[config.mk]
export PLATFORM = sky130hd
export DESIGN_NAME = uart_tx_8n1_serializer_core_flat
export DESIGN_NICKNAME = d
export VERILOG_FILES = /design/src/rtl/utx_pkg.sv /design/src/rtl/utx_item_if.sv /design/src/rtl/utx_res_if.sv /design/src/rtl/utx_front.sv /design/src/rtl/utx_queue.sv /design/src/rtl/utx_back.sv /design/src/rtl/uart_tx_8n1_serializer_core.sv /design/src/flat_wrapper.sv
export SDC_FILE = /design/constraint.sdc
export NUM_CORES = 1
export LEC_CHECK = 0
export ABC_CLOCK_PERIOD_IN_PS = 3900
export BUFFER_PORTS_ARGS = -buffer_cell sky130_fd_sc_hd__clkbuf_2
export CAP_MARGIN = 10
export CORE_MARGIN = 2
export CORE_UTILIZATION = 42
export DETAILED_ROUTE_END_ITERATION = 7
export PLACE_DENSITY = 0.6
export SKIP_CTS_REPAIR_TIMING = 1
export SLEW_MARGIN = 25
export SYNTH_ARGS = -nofsm -noshare
export SYNTH_HDL_FRONTEND = slang
export SYNTH_SLANG_ARGS = --single-unit
[constraint.sdc]
create_clock -name clk -period 3.9 [get_ports clk]
set_input_delay 0.195 -clock clk [delete_from_list [all_inputs] [get_ports clk]]
set_output_delay 0.195 -clock clk [all_outputs]
set_load 0.005 [all_outputs]
[src/rtl/utx_pkg.sv]
// utx_pkg: shared types and constants of the 8N1 UART transmitter.
// No dependencies; used by every other file of the block except utx_res_if.
`timescale 1ns / 1ps
package utx_pkg;

	localparam int DATA_BITS = 8;
	localparam int BYTE_W    = 8;
	localparam int TICK_W    = 16;
	localparam int POS_W     = 4;
	localparam int QUEUE_DEPTH = 2;

	localparam logic [TICK_W-1:0] TPB_RESET = TICK_W'(6076);

	localparam logic MODE_TICK = 1'b0;
	localparam logic MODE_LOAD = 1'b1;

	// classified request between front and back
	typedef struct packed {
		logic              load;
		logic [BYTE_W-1:0] data;
	} op_t;

endpackage

[src/rtl/utx_item_if.sv]
// utx_item_if: input request channel (valid/ready, mode and byte).
// Depends on utx_pkg.
`timescale 1ns / 1ps
interface utx_item_if;
	logic                       valid;
	logic                       ready;
	logic                       mode;
	logic [utx_pkg::BYTE_W-1:0] data_byte;

	modport source (output valid, output mode, output data_byte, input ready);
	modport sink   (input valid, input mode, input data_byte, output ready);
endinterface

[src/rtl/utx_res_if.sv]
// utx_res_if: result channel (valid/ready, line level, busy, accepted).
// No dependencies.
`timescale 1ns / 1ps
interface utx_res_if;
	logic valid;
	logic ready;
	logic tx_level;
	logic busy_res;
	logic accepted;

	modport source (output valid, output tx_level, output busy_res, output accepted,
		input ready);
	modport sink   (input valid, input tx_level, input busy_res, input accepted,
		output ready);
endinterface

[src/rtl/utx_front.sv]
// utx_front: accepts input requests and classifies them into load/tick ops.
// Depends on utx_pkg and utx_item_if.
`timescale 1ns / 1ps
module utx_front (
	input  logic             clk,
	input  logic             arst_n,
	utx_item_if.sink         item,
	output logic             op_valid,
	output utx_pkg::op_t     op,
	input  logic             op_ready
);

	logic         valid_s1;
	utx_pkg::op_t op_s1;
	logic         take;

	assign item.ready = !valid_s1 || op_ready;
	assign take       = item.valid && item.ready;
	assign op_valid   = valid_s1;
	assign op         = op_s1;

	always_ff @(posedge clk or negedge arst_n) begin
		if (!arst_n) begin
			valid_s1 <= 1'b0;
		end else if (take) begin
			valid_s1 <= 1'b1;
		end else if (op_ready) begin
			valid_s1 <= 1'b0;
		end
	end

	always_ff @(posedge clk) begin
		if (take) begin
			op_s1.load <= (item.mode == utx_pkg::MODE_LOAD);
			op_s1.data <= item.data_byte;
		end
	end

endmodule

[src/rtl/utx_queue.sv]
// utx_queue: short FIFO of classified ops between front and back.
// Depends on utx_pkg.
`timescale 1ns / 1ps
module utx_queue (
	input  logic         clk,
	input  logic         arst_n,
	input  logic         push_valid,
	input  utx_pkg::op_t push_op,
	output logic         push_ready,
	output logic         pop_valid,
	output utx_pkg::op_t pop_op,
	input  logic         pop_ready
);

	localparam int PTR_W = $clog2(utx_pkg::QUEUE_DEPTH);
	localparam int CNT_W = $clog2(utx_pkg::QUEUE_DEPTH + 1);

	utx_pkg::op_t     mem_q [utx_pkg::QUEUE_DEPTH];
	logic [PTR_W-1:0] wr_ptr_q;
	logic [PTR_W-1:0] rd_ptr_q;
	logic [CNT_W-1:0] cnt_q;
	logic             push;
	logic             pop;

	assign push_ready = (cnt_q != CNT_W'(utx_pkg::QUEUE_DEPTH));
	assign pop_valid  = (cnt_q != '0);
	assign pop_op     = mem_q[rd_ptr_q];
	assign push       = push_valid && push_ready;
	assign pop        = pop_valid && pop_ready;

	always_ff @(posedge clk or negedge arst_n) begin
		if (!arst_n) begin
			wr_ptr_q <= '0;
			rd_ptr_q <= '0;
			cnt_q    <= '0;
		end else begin
			if (push) begin
				wr_ptr_q <= (wr_ptr_q == PTR_W'(utx_pkg::QUEUE_DEPTH - 1)) ? '0
					: wr_ptr_q + PTR_W'(1);
			end
			if (pop) begin
				rd_ptr_q <= (rd_ptr_q == PTR_W'(utx_pkg::QUEUE_DEPTH - 1)) ? '0
					: rd_ptr_q + PTR_W'(1);
			end
			if (push && !pop) begin
				cnt_q <= cnt_q + CNT_W'(1);
			end else if (pop && !push) begin
				cnt_q <= cnt_q - CNT_W'(1);
			end
		end
	end

	always_ff @(posedge clk) begin
		if (push) begin
			mem_q[wr_ptr_q] <= push_op;
		end
	end

endmodule

[src/rtl/utx_back.sv]
// utx_back: frame serializer (bit timer, shift data, line level) and result register.
// Depends on utx_pkg and utx_res_if.
`timescale 1ns / 1ps
module utx_back (
	input  logic                        clk,
	input  logic                        arst_n,
	input  logic                        cfg_we,
	input  logic [utx_pkg::TICK_W-1:0]  cfg_data,
	input  logic                        op_valid,
	input  utx_pkg::op_t                op,
	output logic                        op_ready,
	utx_res_if.source                   result
);

	localparam logic [utx_pkg::POS_W-1:0] LAST_POS = utx_pkg::POS_W'(utx_pkg::DATA_BITS + 1);
	localparam logic [utx_pkg::POS_W-1:0] DATA_END = utx_pkg::POS_W'(utx_pkg::DATA_BITS);

	logic [utx_pkg::TICK_W-1:0] tpb_q;
	logic [utx_pkg::BYTE_W-1:0] shift_q;
	logic [utx_pkg::POS_W-1:0]  bit_pos_q;
	logic [utx_pkg::TICK_W-1:0] tick_cnt_q;
	logic                       sending_q;
	logic                       line_q;

	logic                       res_valid_q;
	logic                       res_level_q;
	logic                       res_busy_q;
	logic                       res_acc_q;

	logic                       step;
	logic [utx_pkg::TICK_W-1:0] limit;
	logic [utx_pkg::TICK_W-1:0] cnt_inc;
	logic [utx_pkg::POS_W-1:0]  pos_inc;
	logic [utx_pkg::POS_W-1:0]  idx;
	logic                       next_level;

	logic                       sending_d;
	logic                       line_d;
	logic [utx_pkg::POS_W-1:0]  bit_pos_d;
	logic [utx_pkg::TICK_W-1:0] tick_cnt_d;
	logic [utx_pkg::BYTE_W-1:0] shift_d;
	logic                       acc_d;

	assign op_ready = !res_valid_q || result.ready;
	assign step     = op_valid && op_ready;

	assign limit   = (tpb_q == '0) ? utx_pkg::TICK_W'(1) : tpb_q;
	assign cnt_inc = tick_cnt_q + utx_pkg::TICK_W'(1);
	assign pos_inc = bit_pos_q + utx_pkg::POS_W'(1);
	assign idx     = pos_inc - utx_pkg::POS_W'(1);

	// level of the bit that starts at pos_inc
	always_comb begin
		if (pos_inc == '0) begin
			next_level = 1'b0;
		end else if (pos_inc <= DATA_END) begin
			if (idx >= utx_pkg::POS_W'(utx_pkg::BYTE_W)) begin
				next_level = 1'b0;
			end else begin
				next_level = shift_q[idx[$clog2(utx_pkg::BYTE_W)-1:0]];
			end
		end else begin
			next_level = 1'b1;
		end
	end

	always_comb begin
		sending_d  = sending_q;
		line_d     = line_q;
		bit_pos_d  = bit_pos_q;
		tick_cnt_d = tick_cnt_q;
		shift_d    = shift_q;
		acc_d      = 1'b0;
		if (op.load) begin
			if (!sending_q) begin
				shift_d    = op.data;
				bit_pos_d  = '0;
				tick_cnt_d = '0;
				sending_d  = 1'b1;
				line_d     = 1'b0;
				acc_d      = 1'b1;
			end
		end else if (sending_q) begin
			tick_cnt_d = cnt_inc;
			if (cnt_inc >= limit) begin
				tick_cnt_d = '0;
				if (pos_inc > LAST_POS) begin
					sending_d = 1'b0;
					bit_pos_d = '0;
					line_d    = 1'b1;
				end else begin
					bit_pos_d = pos_inc;
					line_d    = next_level;
				end
			end
		end
	end

	always_ff @(posedge clk or negedge arst_n) begin
		if (!arst_n) begin
			tpb_q       <= utx_pkg::TPB_RESET;
			shift_q     <= '0;
			bit_pos_q   <= '0;
			tick_cnt_q  <= '0;
			sending_q   <= 1'b0;
			line_q      <= 1'b1;
			res_valid_q <= 1'b0;
		end else begin
			if (cfg_we) begin
				tpb_q <= cfg_data;
			end
			if (step) begin
				shift_q     <= shift_d;
				bit_pos_q   <= bit_pos_d;
				tick_cnt_q  <= tick_cnt_d;
				sending_q   <= sending_d;
				line_q      <= line_d;
				res_valid_q <= 1'b1;
			end else if (result.ready) begin
				res_valid_q <= 1'b0;
			end
		end
	end

	always_ff @(posedge clk) begin
		if (step) begin
			res_level_q <= line_d;
			res_busy_q  <= sending_d;
			res_acc_q   <= acc_d;
		end
	end

	assign result.valid    = res_valid_q;
	assign result.tx_level = res_level_q;
	assign result.busy_res = res_busy_q;
	assign result.accepted = res_acc_q;

	a_idle_high: assert property (@(posedge clk) disable iff (!arst_n)
		!sending_q |-> line_q)
		else $error("line not high while idle");

	a_idle_pos: assert property (@(posedge clk) disable iff (!arst_n)
		!sending_q |-> (bit_pos_q == '0))
		else $error("bit position not cleared while idle");

	a_pos_range: assert property (@(posedge clk) disable iff (!arst_n)
		bit_pos_q <= LAST_POS)
		else $error("bit position past stop bit");

	a_acc_busy: assert property (@(posedge clk) disable iff (!arst_n)
		step && acc_d |=> sending_q && !line_q && (bit_pos_q == '0))
		else $error("taken load did not start a frame");

endmodule

[src/rtl/uart_tx_8n1_serializer_core.sv]
// uart_tx_8n1_serializer_core: top level of the 8N1 UART transmitter.
// Depends on utx_pkg, utx_item_if, utx_res_if, utx_front, utx_queue, utx_back.
`timescale 1ns / 1ps
// Usage:
//  item channel (sink): each request is either a tick (mode 0) or a byte load
//  (mode 1, data_byte). A load is taken only while no frame is in flight;
//  otherwise it is refused (accepted = 0) and nothing changes.
//  result channel (source): one result per request with the line level,
//  busy flag and accepted flag after that request, in request order.
//  cfg_we/cfg_data: ticks per serial bit (0 acts as 1), written with no request
//  in flight; a write mid-frame applies at once to the current bit.
//  Frame: start bit low, 8 data bits LSB first, stop bit high, each held
//  ticks_per_bit tick requests; the line idles high.
//  Throughput: one request per cycle while results are taken. The result is
//  registered through the front register, the 2-entry queue and the back
//  result register; the serializer state updates in the same step.
//  Receiver stall: the result register holds, the queue fills and the front
//  keeps ready high until both the front register and the queue are full.
//  Reset: line high, idle, bit timer cleared, ticks_per_bit = 6076, all
//  channels empty.
module uart_tx_8n1_serializer_core (
	input  logic                       clk,
	input  logic                       arst_n,
	input  logic                       cfg_we,
	input  logic [utx_pkg::TICK_W-1:0] cfg_data,
	utx_item_if.sink                   item,
	utx_res_if.source                  result
);

	logic         f_valid;
	utx_pkg::op_t f_op;
	logic         f_ready;
	logic         q_valid;
	utx_pkg::op_t q_op;
	logic         q_ready;

	utx_front u_front (
		.clk      (clk),
		.arst_n   (arst_n),
		.item     (item),
		.op_valid (f_valid),
		.op       (f_op),
		.op_ready (f_ready)
	);

	utx_queue u_queue (
		.clk        (clk),
		.arst_n     (arst_n),
		.push_valid (f_valid),
		.push_op    (f_op),
		.push_ready (f_ready),
		.pop_valid  (q_valid),
		.pop_op     (q_op),
		.pop_ready  (q_ready)
	);

	utx_back u_back (
		.clk      (clk),
		.arst_n   (arst_n),
		.cfg_we   (cfg_we),
		.cfg_data (cfg_data),
		.op_valid (q_valid),
		.op       (q_op),
		.op_ready (q_ready),
		.result   (result)
	);

endmodule

[src/flat_wrapper.sv]
// flat-port wrapper written by rule: the top's interface ports become plain ports
module uart_tx_8n1_serializer_core_flat 
  (clk, arst_n, cfg_we, cfg_data, item_valid, item_mode, item_data_byte, item_ready, result_valid, result_tx_level, result_busy_res, result_accepted, result_ready);
  utx_item_if item_i ();
  utx_res_if result_i ();
  input  logic clk;
  input  logic arst_n;
  input  logic cfg_we;
  input  logic [utx_pkg::TICK_W-1:0] cfg_data;
  input wire logic [$bits(item_i.valid)-1:0] item_valid;
  input wire logic [$bits(item_i.mode)-1:0] item_mode;
  input wire logic [$bits(item_i.data_byte)-1:0] item_data_byte;
  output wire logic [$bits(item_i.ready)-1:0] item_ready;
  output wire logic [$bits(result_i.valid)-1:0] result_valid;
  output wire logic [$bits(result_i.tx_level)-1:0] result_tx_level;
  output wire logic [$bits(result_i.busy_res)-1:0] result_busy_res;
  output wire logic [$bits(result_i.accepted)-1:0] result_accepted;
  input wire logic [$bits(result_i.ready)-1:0] result_ready;
  assign item_i.valid = item_valid;
  assign item_i.mode = item_mode;
  assign item_i.data_byte = item_data_byte;
  assign item_ready = item_i.ready;
  assign result_valid = result_i.valid;
  assign result_tx_level = result_i.tx_level;
  assign result_busy_res = result_i.busy_res;
  assign result_accepted = result_i.accepted;
  assign result_i.ready = result_ready;
  uart_tx_8n1_serializer_core u_core (.clk(clk), .arst_n(arst_n), .cfg_we(cfg_we), .cfg_data(cfg_data), .item(item_i), .result(result_i));
endmodule
==> qor_table.md, run 1 <==
| Group | Item | Value |
|---|---|---|
| sta | Transition time at the pin with the least slew margin | 0.711 ns |
| job | Max capacitance violation total | 0 |
| die | Starting Density | 43.6% |
| die | Standard cell core area | 9330 um2 |
| clock network | Clock-pin slew on the worst setup and hold paths | 0.10 ns |
| status | Run status | finished, final reports clean |
| global route | All-layer global routing usage | 15.7% |
| clock network | CTS buffer count | 9 |
| clock network | Total clock sinks | 82 |
| power and ir drop | Fraction of power consumed by sequential logic | 50.1% |
| detailed routing | Number of routed nets with antenna violations | 0 |
| synthesis | Fraction of post-synthesis cell area in the top cell type by area | 25.8% |
| clock network | Clock Root Buffer | sky130_fd_sc_hd__clkbuf_8 |
| sta | Post-route clock skew | 0.00892 ns |
| power and ir drop | Comb power frac | 22.9% |
| placed design | Global placement routability congestion | 0.773 |
| finish | Footprint of the multi-input gates | 1720 um2 |
| sta | Pins Over Slew Limit | 0 |
| detailed routing | Pre-Repair DR Iteration Count | 4 |
| sta | Headroom to the max-slew limit | 52.4% |
| worst hold path | Worst hold path class | input pin to flip-flop |
| finish | Storage element area | 2210 um2 |
| finish | Total Nets Final | 471 |
| sta | Peak clock frequency supported by timing | 0.289 GHz |
| detailed routing | Total routed wirelength | 7440 um |
| synthesis | Post-synthesis sequential element count | 82 |
| synthesis | Cell area after technology mapping | 4070 um2 |
| synthesis | Fraction of synthesis flops using an asynchronous set or reset pin | 63.4% |
| sta | RSZ-0062 raised after global routing | false |
| synthesis | Average instance area after synthesis | 10.9 um2 |
| detailed routing | Post-route DRC violation count | 0 |
| power and ir drop | Switching portion of total power | 33.3% |
| power and ir drop | Net switching power figure | 772 uW |
| synthesis | Library cell with the largest summed area after synthesis | sky130_fd_sc_hd__dfrtp_1 |
| power and ir drop | Maximum vdd drop | 0.000312 V |
| worst setup path | Classification of the worst setup path | flip-flop to flip-flop |
| synthesis | Most common flop cell mapped by yosys | sky130_fd_sc_hd__dfrtp_1 |
| worst setup path | Cells along the critical path | ha_1 -> and3_1 -> nand3_1 -> nor2_1 -> nand3_1 -> xnor2_1 -> ha_1 -> nand4_1 -> nor3_1 -> a32oi_2 -> a31oi_1 -> nand2_1 -> a31o_1 |
| finish | Fill count | 840 |
| worst setup path | Crit path DAT | 3.72 ns |
| synthesis | Synthesis warning total | 0 |
| synthesis | Most frequent cells after synthesis | sky130_fd_sc_hd__nand2_1, sky130_fd_sc_hd__dfrtp_1, sky130_fd_sc_hd__edfxtp_1 |
| global route | Number of antenna violations at the first check in global routing | 0 |
| global route | Remaining global-route overflow | 0 |
| sta | Minimum period implied by the final worst setup slack | 3.46 ns |
| worst setup path | Sort of element at the start of the critical path | flip-flop |
| sta | Hold Vio Cnt, Final | 0 |
| worst setup path | CP max stage cell | sky130_fd_sc_hd__dfrtp_1 |
| die | Die Wd | 102 um |
| clock network | CTS tree | yes |
| synthesis | Area contributors post-synth | sky130_fd_sc_hd__dfrtp_1, sky130_fd_sc_hd__edfxtp_1, sky130_fd_sc_hd__dfstp_2 |
| synthesis | Most frequent cell after synthesis | sky130_fd_sc_hd__nand2_1 |
| finish | Fraction of final layout cells sized beyond drive strength 1 | 18.4% |
| detailed routing | Routed wirelength normalized by instance count | 13.4 um |
| worst setup path | Critical path's largest stage delay | 0.44 ns |
| finish | Antenna Cells | 0 |
| die | Boundary Pins | 35 |
| sta | Final setup violation count | 0 |
| sta | Period utilization | 88.6% |
| global route | Via count of the first global-routing pass | 2632 |
| placed design | Dpl cells | 528 |
| synthesis | Proportion of synthesized chip area in sequential cells | 54.4% |
| die | Row cnt | 35 |
| clock network | Clock Path Buffers | 2 |
| synthesis | Post-Synthesis Net Count | 425 |
| global route | Wire length of the first global-routing pass | 12500 um |
| placed design | Port bufs | 34 |
| sta | Total Neg Setup Slack | 0 ns |
| finish | Non-filler cells, final | 554 |
| global route | Pin count of the biggest net entering global routing | 34 |
| power and ir drop | Clock network fraction of design power | 27.0% |
| synthesis | EDFF count, synth | 30 |
| power and ir drop | Internal power | 1540 uW |
| power and ir drop | Static leakage power | 0.00216 uW |
| synthesis | Syn Inst Count | 374 |
| die | Area of the die | 10500 um2 |
| synthesis | Distinct cell type count of the synthesized netlist | 54 |
| placed design | HPWL after detailed placement | 5300 um |
| detailed routing | DRC marker count from the first detailed-route iteration | 162 |
| die | Die boundary height | 102 um |
| finish | Synth-to-Final Area Change | 14.8% |
| detailed routing | Via count | 2794 |
| clock network | Clock latency at the later pin of the worst-skew pair | 0.36 ns |
| worst setup path | Required time worst endpoint | 4.16 ns |
| clock network | H-tree depth | 3 |
| detailed routing | Via density | 5.04 |
| power and ir drop | Power per cell area | 495 nW/um2 |
| worst setup path | Worst-path maximum fanout | 6 |
| worst setup path | Type of element capturing the critical path | flip-flop |
-- final cells by class --
type / count / share of cell area (%)
multi-input cells: 257 / 36.8
clock buffers: 9 / 2.65
inverters: 24 / 1.93
well taps: 129 / 3.45
clock inverters: 7 / 1.74
repair buffers: 46 / 6.10
flip-flops and latches: 82 / 47.4
-- per-layer routing --
metal,vias to the layer above,global-route usage [%],part of all wire [%]
met5,-,0,0
met4,0,6.26,1.5
met3,10,3.90,4.9
met2,71,22.7,41
met1,1298,22.5,52
li1,1415,-,-
-- sequential cells by signal, indices dropped and copies added (netlist names) --
signal                         flops
u_core.u_back.bit_pos_q            4
u_core.u_back.line_q               1
u_core.u_back.result.accepted      1
u_core.u_back.result.busy_res      1
u_core.u_back.result.tx_level      1
u_core.u_back.result.valid         1
u_core.u_back.sending_q            1
u_core.u_back.shift_q              8
u_core.u_back.tick_cnt_q          16
u_core.u_back.tpb_q               16
u_core.u_front.op                  9
u_core.u_front.op_valid            1
u_core.u_queue.cnt_q               2
u_core.u_queue.mem_q              18
u_core.u_queue.rd_ptr_q            1
u_core.u_queue.wr_ptr_q            1
-- metrics by stage --
stage	instance area, um2	hold WS [ns]	util [%]	worst slack [ns]	total power (uW)
final	4680	0.0257	50.1	0.444	2320
after global routing	4680	0.0262	50.1	0.123	2460
after CTS	4580	-0.197	49.1	0.445	2340
after detailed placement	4370	0.211	46.9	0.489	1700
after global placement	4370	0.200	46.9	0.578	1700
after floorplan	4070	-0.101	-	0.892	1550
-- cell families (layout without fill, tap and decap cells) --
kind of cell	Yosys count	count (layout)	share of synthesized area [%]
buffers and inverters	35	86	3.38
and+or+nand+nor	127	127	16.2
AOI/OAI and AO/OA	78	78	12.3
muxes	16	16	4.09
xor gates and xnor gates	15	15	3.23
DFF	82	82	54.4
adders and majority gates	21	21	6.45
-- power groups by stage --
stage,logic (uW),clock network (uW),registers (uW)
floorplan,414,0,1140
global placement,526,0,1170
detailed placement,527,0,1180
CTS,531,650,1160
global route,601,683,1180
finish,531,625,1160
-- cell usage in the layout, fill, tap and decap left out, drive strengths merged, types with 9 or more instances in the layout --
| master | instances |
|---|---|
| and3 | 9 |
| nand3 | 13 |
| clkbuf | 43 |
| edfxtp | 30 |
| nor2 | 21 |
| inv | 27 |
| ha | 21 |
| mux2i | 14 |
| a21oi | 25 |
| dlygate4sd3 | 10 |
| nand2 | 47 |
| dfstp | 10 |
| dfrtp | 42 |
| nand2b | 9 |
| o21ai | 24 |
-- critical path: cells and delay by family, from the launching register on --
kind / cells / cell delay (ns)
AO/OA/AOI/OAI: 3 / 0.82
AND/OR/NAND/NOR: 7 / 1.38
flip-flops: 1 / 0.44
adder cells (fa/ha/maj): 2 / 0.56
XOR/XNOR: 1 / 0.16
-- final timing paths --
path | startpoint | to | slack [ns] | depth (start not counted)
max | u_core.u_back.tick_cnt_q[0]$_DFFE_PN0P_ | u_core.u_back.bit_pos_q[2]$_DFFE_PN0P_ | 0.44 | 13
min | cfg_data[9] | u_core.u_back.tpb_q[9]$_DFFE_PN1P_ | 0.03 | 3
max in group asynchronous | arst_n | u_core.u_back.line_q$_DFFE_PN1P_ | 2.72 | 3
min reg2reg | u_core.u_front.op[4]$_DFFE_PP_ | u_core.u_queue.mem_q[0][4]$_DFFE_PP_ | 0.45 | 0
min in group asynchronous | arst_n | u_core.u_back.tpb_q[11]$_DFFE_PN0P_ | 0.33 | 2
max reg2reg | u_core.u_back.tick_cnt_q[0]$_DFFE_PN0P_ | u_core.u_back.bit_pos_q[2]$_DFFE_PN0P_ | 0.44 | 13
Power figures use the tool's default switching activity.
==> run 2: changes to the inputs <==
--- a/config.mk
+++ b/config.mk
@@ -11,5 +11,5 @@
 export CORE_MARGIN = 2
-export CORE_UTILIZATION = 42
+export CORE_UTILIZATION = 40
 export DETAILED_ROUTE_END_ITERATION = 7
-export PLACE_DENSITY = 0.6
+export PLACE_DENSITY = 0.57
 export SKIP_CTS_REPAIR_TIMING = 1
==> constraint.sdc (replaced) <==
create_clock -name clk -period 3.9 [get_ports clk]
set_input_delay 0 -clock clk [delete_from_list [all_inputs] [get_ports clk]]
set_output_delay 0 -clock clk [all_outputs]
set_load 0.005 [all_outputs]
==> run 2 against run 1 <==
Clock power is 24% higher; first-iteration DRC count fell by 12%; design area increased by 4.7%; maximum frequency decreased by 0.89%; via count fell by 0.14%.
==> qor_table.md, run 2 (synthesis gave the netlist of run 1 again) <==
| Group | Item | Value |
|---|---|---|
| die | Row cnt | 36 |
| job | Max capacitance violation total | 0 |
| worst hold path | Worst hold path class | input pin to flip-flop |
| worst setup path | Cells along the critical path | ha_1 -> and3_1 -> nand3_1 -> nor2_1 -> nand3_1 -> xnor2_1 -> ha_1 -> nand4_1 -> nor3_1 -> a32oi_2 -> a31oi_1 -> nand2_1 -> a31o_1 |
| power and ir drop | Static leakage power | 0.00225 uW |
| worst setup path | Type of element capturing the critical path | flip-flop |
| finish | Flip-flop count of the largest register after layout | 18 |
| placed design | Post-place instance area | 4380 um2 |
| finish | Leading registers by flop count | u_core.u_queue.mem_q x18, u_core.u_back.tick_cnt_q x16, u_core.u_back.tpb_q x16 |
| sta | Minimum period implied by the final worst setup slack | 3.49 ns |
| sta | Final setup violation count | 0 |
| finish | Most common cell after layout, fill and taps aside | sky130_fd_sc_hd__nand2_1 |
| worst setup path | WP buf/inv | 0 |
| worst setup path | Sort of element at the start of the critical path | flip-flop |
| sta | WHS | 0.0417 ns |
| global route | Number of antenna violations at the first check in global routing | 0 |
| sta | RSZ-0062 raised after global routing | false |
| die | Starting Density | 41.5% |
| clock network | CTS tree | yes |
| worst setup path | Top Family by Delay on Critical Path | simple AND/OR/NAND/NOR gates |
| worst setup path | Critical path's largest stage delay | 0.44 ns |
| detailed routing | Pre-Repair DR Iteration Count | 4 |
| detailed routing | Total routed wirelength | 7670 um |
| worst setup path | Required time worst endpoint | 4.14 ns |
| clock network | Clock Path Buffers | 2 |
| power and ir drop | Total chip power | 2480 uW |
| worst setup path | Worst-path maximum fanout | 6 |
| clock network | Clock-pin slew on the worst setup and hold paths | 0.09 ns |
| global route | Via count of the first global-routing pass | 2591 |
| die | Area of the die | 11000 um2 |
| die | Standard cell core area | 9820 um2 |
| clock network | Clock Root Buffer | sky130_fd_sc_hd__clkbuf_8 |
| finish | Fraction of final layout cells sized beyond drive strength 1 | 17.6% |
| finish | Synth-to-Final Area Change | 20.3% |
| global route | Remaining global-route overflow | 0 |
| clock network | CTS buffer count | 9 |
| sta | Period utilization | 89.4% |
| worst setup path | CP max stage cell | sky130_fd_sc_hd__dfrtp_1 |
| finish | Non-filler cells, final | 575 |
| finish | Post-Layout Inst Area | 4900 um2 |
| finish | Register name with the most flops | u_core.u_queue.mem_q |
| die | Die boundary height | 105 um |
| clock network | H-tree depth | 3 |
| detailed routing | Via count | 2790 |
| worst setup path | Crit path DAT | 3.73 ns |
| placed design | HPWL after detailed placement | 5320 um |
| global route | Wire length of the first global-routing pass | 12600 um |
| placed design | Global placement routability congestion | 0.789 |
| global route | All-layer global routing usage | 14.3% |
| clock network | Clock latency at the later pin of the worst-skew pair | 0.35 ns |
| sta | Transition time at the pin with the least slew margin | 0.740 ns |
| global route | Pin count of the biggest net entering global routing | 53 |
| sta | Total Neg Setup Slack | 0 ns |
| sta | Hold Vio Cnt, Final | 0 |
| detailed routing | Via density | 4.85 |
| detailed routing | Routed wirelength normalized by instance count | 13.3 um |
| worst setup path | Classification of the worst setup path | flip-flop to flip-flop |
| status | Run status | finished, final reports clean |
| worst setup path | R2R setup slack | 0.41 ns |
| power and ir drop | Power per cell area | 506 nW/um2 |
| sta | Pins Over Slew Limit | 0 |
| placed design | Dpl cells | 532 |
| detailed routing | DRC marker count from the first detailed-route iteration | 143 |
| power and ir drop | Maximum vdd drop | 0.000351 V |
| sta | Post-route clock skew | 0.0146 ns |
| die | Die Wd | 105 um |
| die | Boundary Pins | 35 |
| placed design | Port bufs | 34 |
| detailed routing | Post-route DRC violation count | 0 |
| detailed routing | Number of routed nets with antenna violations | 0 |
| sta | Headroom to the max-slew limit | 50.5% |
| finish | Most used cells in the layout excluding fill and tap cells | sky130_fd_sc_hd__nand2_1, sky130_fd_sc_hd__dfrtp_1, sky130_fd_sc_hd__clkbuf_2, sky130_fd_sc_hd__edfxtp_1, sky130_fd_sc_hd__dlygate4sd3_1 |
| clock network | Total clock sinks | 82 |
| sta | Peak clock frequency supported by timing | 0.287 GHz |
| finish | Antenna Cells | 0 |
| finish | Total Nets Final | 488 |
==> run 2: worst paths after layout <==
kind | startpoint | end | cells after the start
min in group asynchronous | arst_n | u_core.u_back.tpb_q[13]$_DFFE_PN0P_ | 3
min reg2reg | u_core.u_front.op[6]$_DFFE_PP_ | u_core.u_queue.mem_q[0][6]$_DFFE_PP_ | 0
max | u_core.u_back.tick_cnt_q[0]$_DFFE_PN0P_ | u_core.u_back.bit_pos_q[2]$_DFFE_PN0P_ | 13
min | result_ready | u_core.u_back.result.valid$_DFFE_PN0P_ | 3
max reg2reg | u_core.u_back.tick_cnt_q[0]$_DFFE_PN0P_ | u_core.u_back.bit_pos_q[2]$_DFFE_PN0P_ | 13
max in group asynchronous | arst_n | u_core.u_back.tick_cnt_q[11]$_DFFE_PN0P_ | 3
==> run 2: worst min-delay path, delay by kind of cell <==
family                 cells  cell delay (ns)
buffers and inverters      1             0.07
AND/OR/NAND/NOR            2             0.27
==> run 2: cell type report <==
cell class	instances	area [um2]
Inverter	24	90.1
Sequential cell	82	2210
Timing Repair Buffer	63	455
Multi-Input combinational cell	257	1720
Fill cell	915	4920
Clock inverter	7	128
Tap cell	133	166
Clock buffer	9	124
==> run 2: per-layer routing <==
metal	wire length, um	vias up	GRT usage (%)	part of all wire [%]
met5	0	-	0	0
met4	51	0	5.05	0.67
met3	230	4	2.56	3.0
met2	3340	50	20.7	44
met1	4040	1283	21.4	53
li1	-	1453	-	-
==> run 2: metrics by stage <==
| step | worst slack [ns] | util, % |
|---|---|---|
| global placement | 0.566 | 44.6 |
| global route | 0.129 | 49.9 |
| detailed placement | 0.431 | 44.6 |
| floorplan | 0.892 | - |
| finish | 0.413 | 49.9 |
| CTS | 0.414 | 47.1 |
==> run 2: power by group <==
| part | internal, uW | switching (uW) |
|---|---|---|
| Sequential | 1070 | 92.1 |
| Clock | 437 | 338 |
| Combinational | 231 | 312 |
| Total | 1740 | 742 |
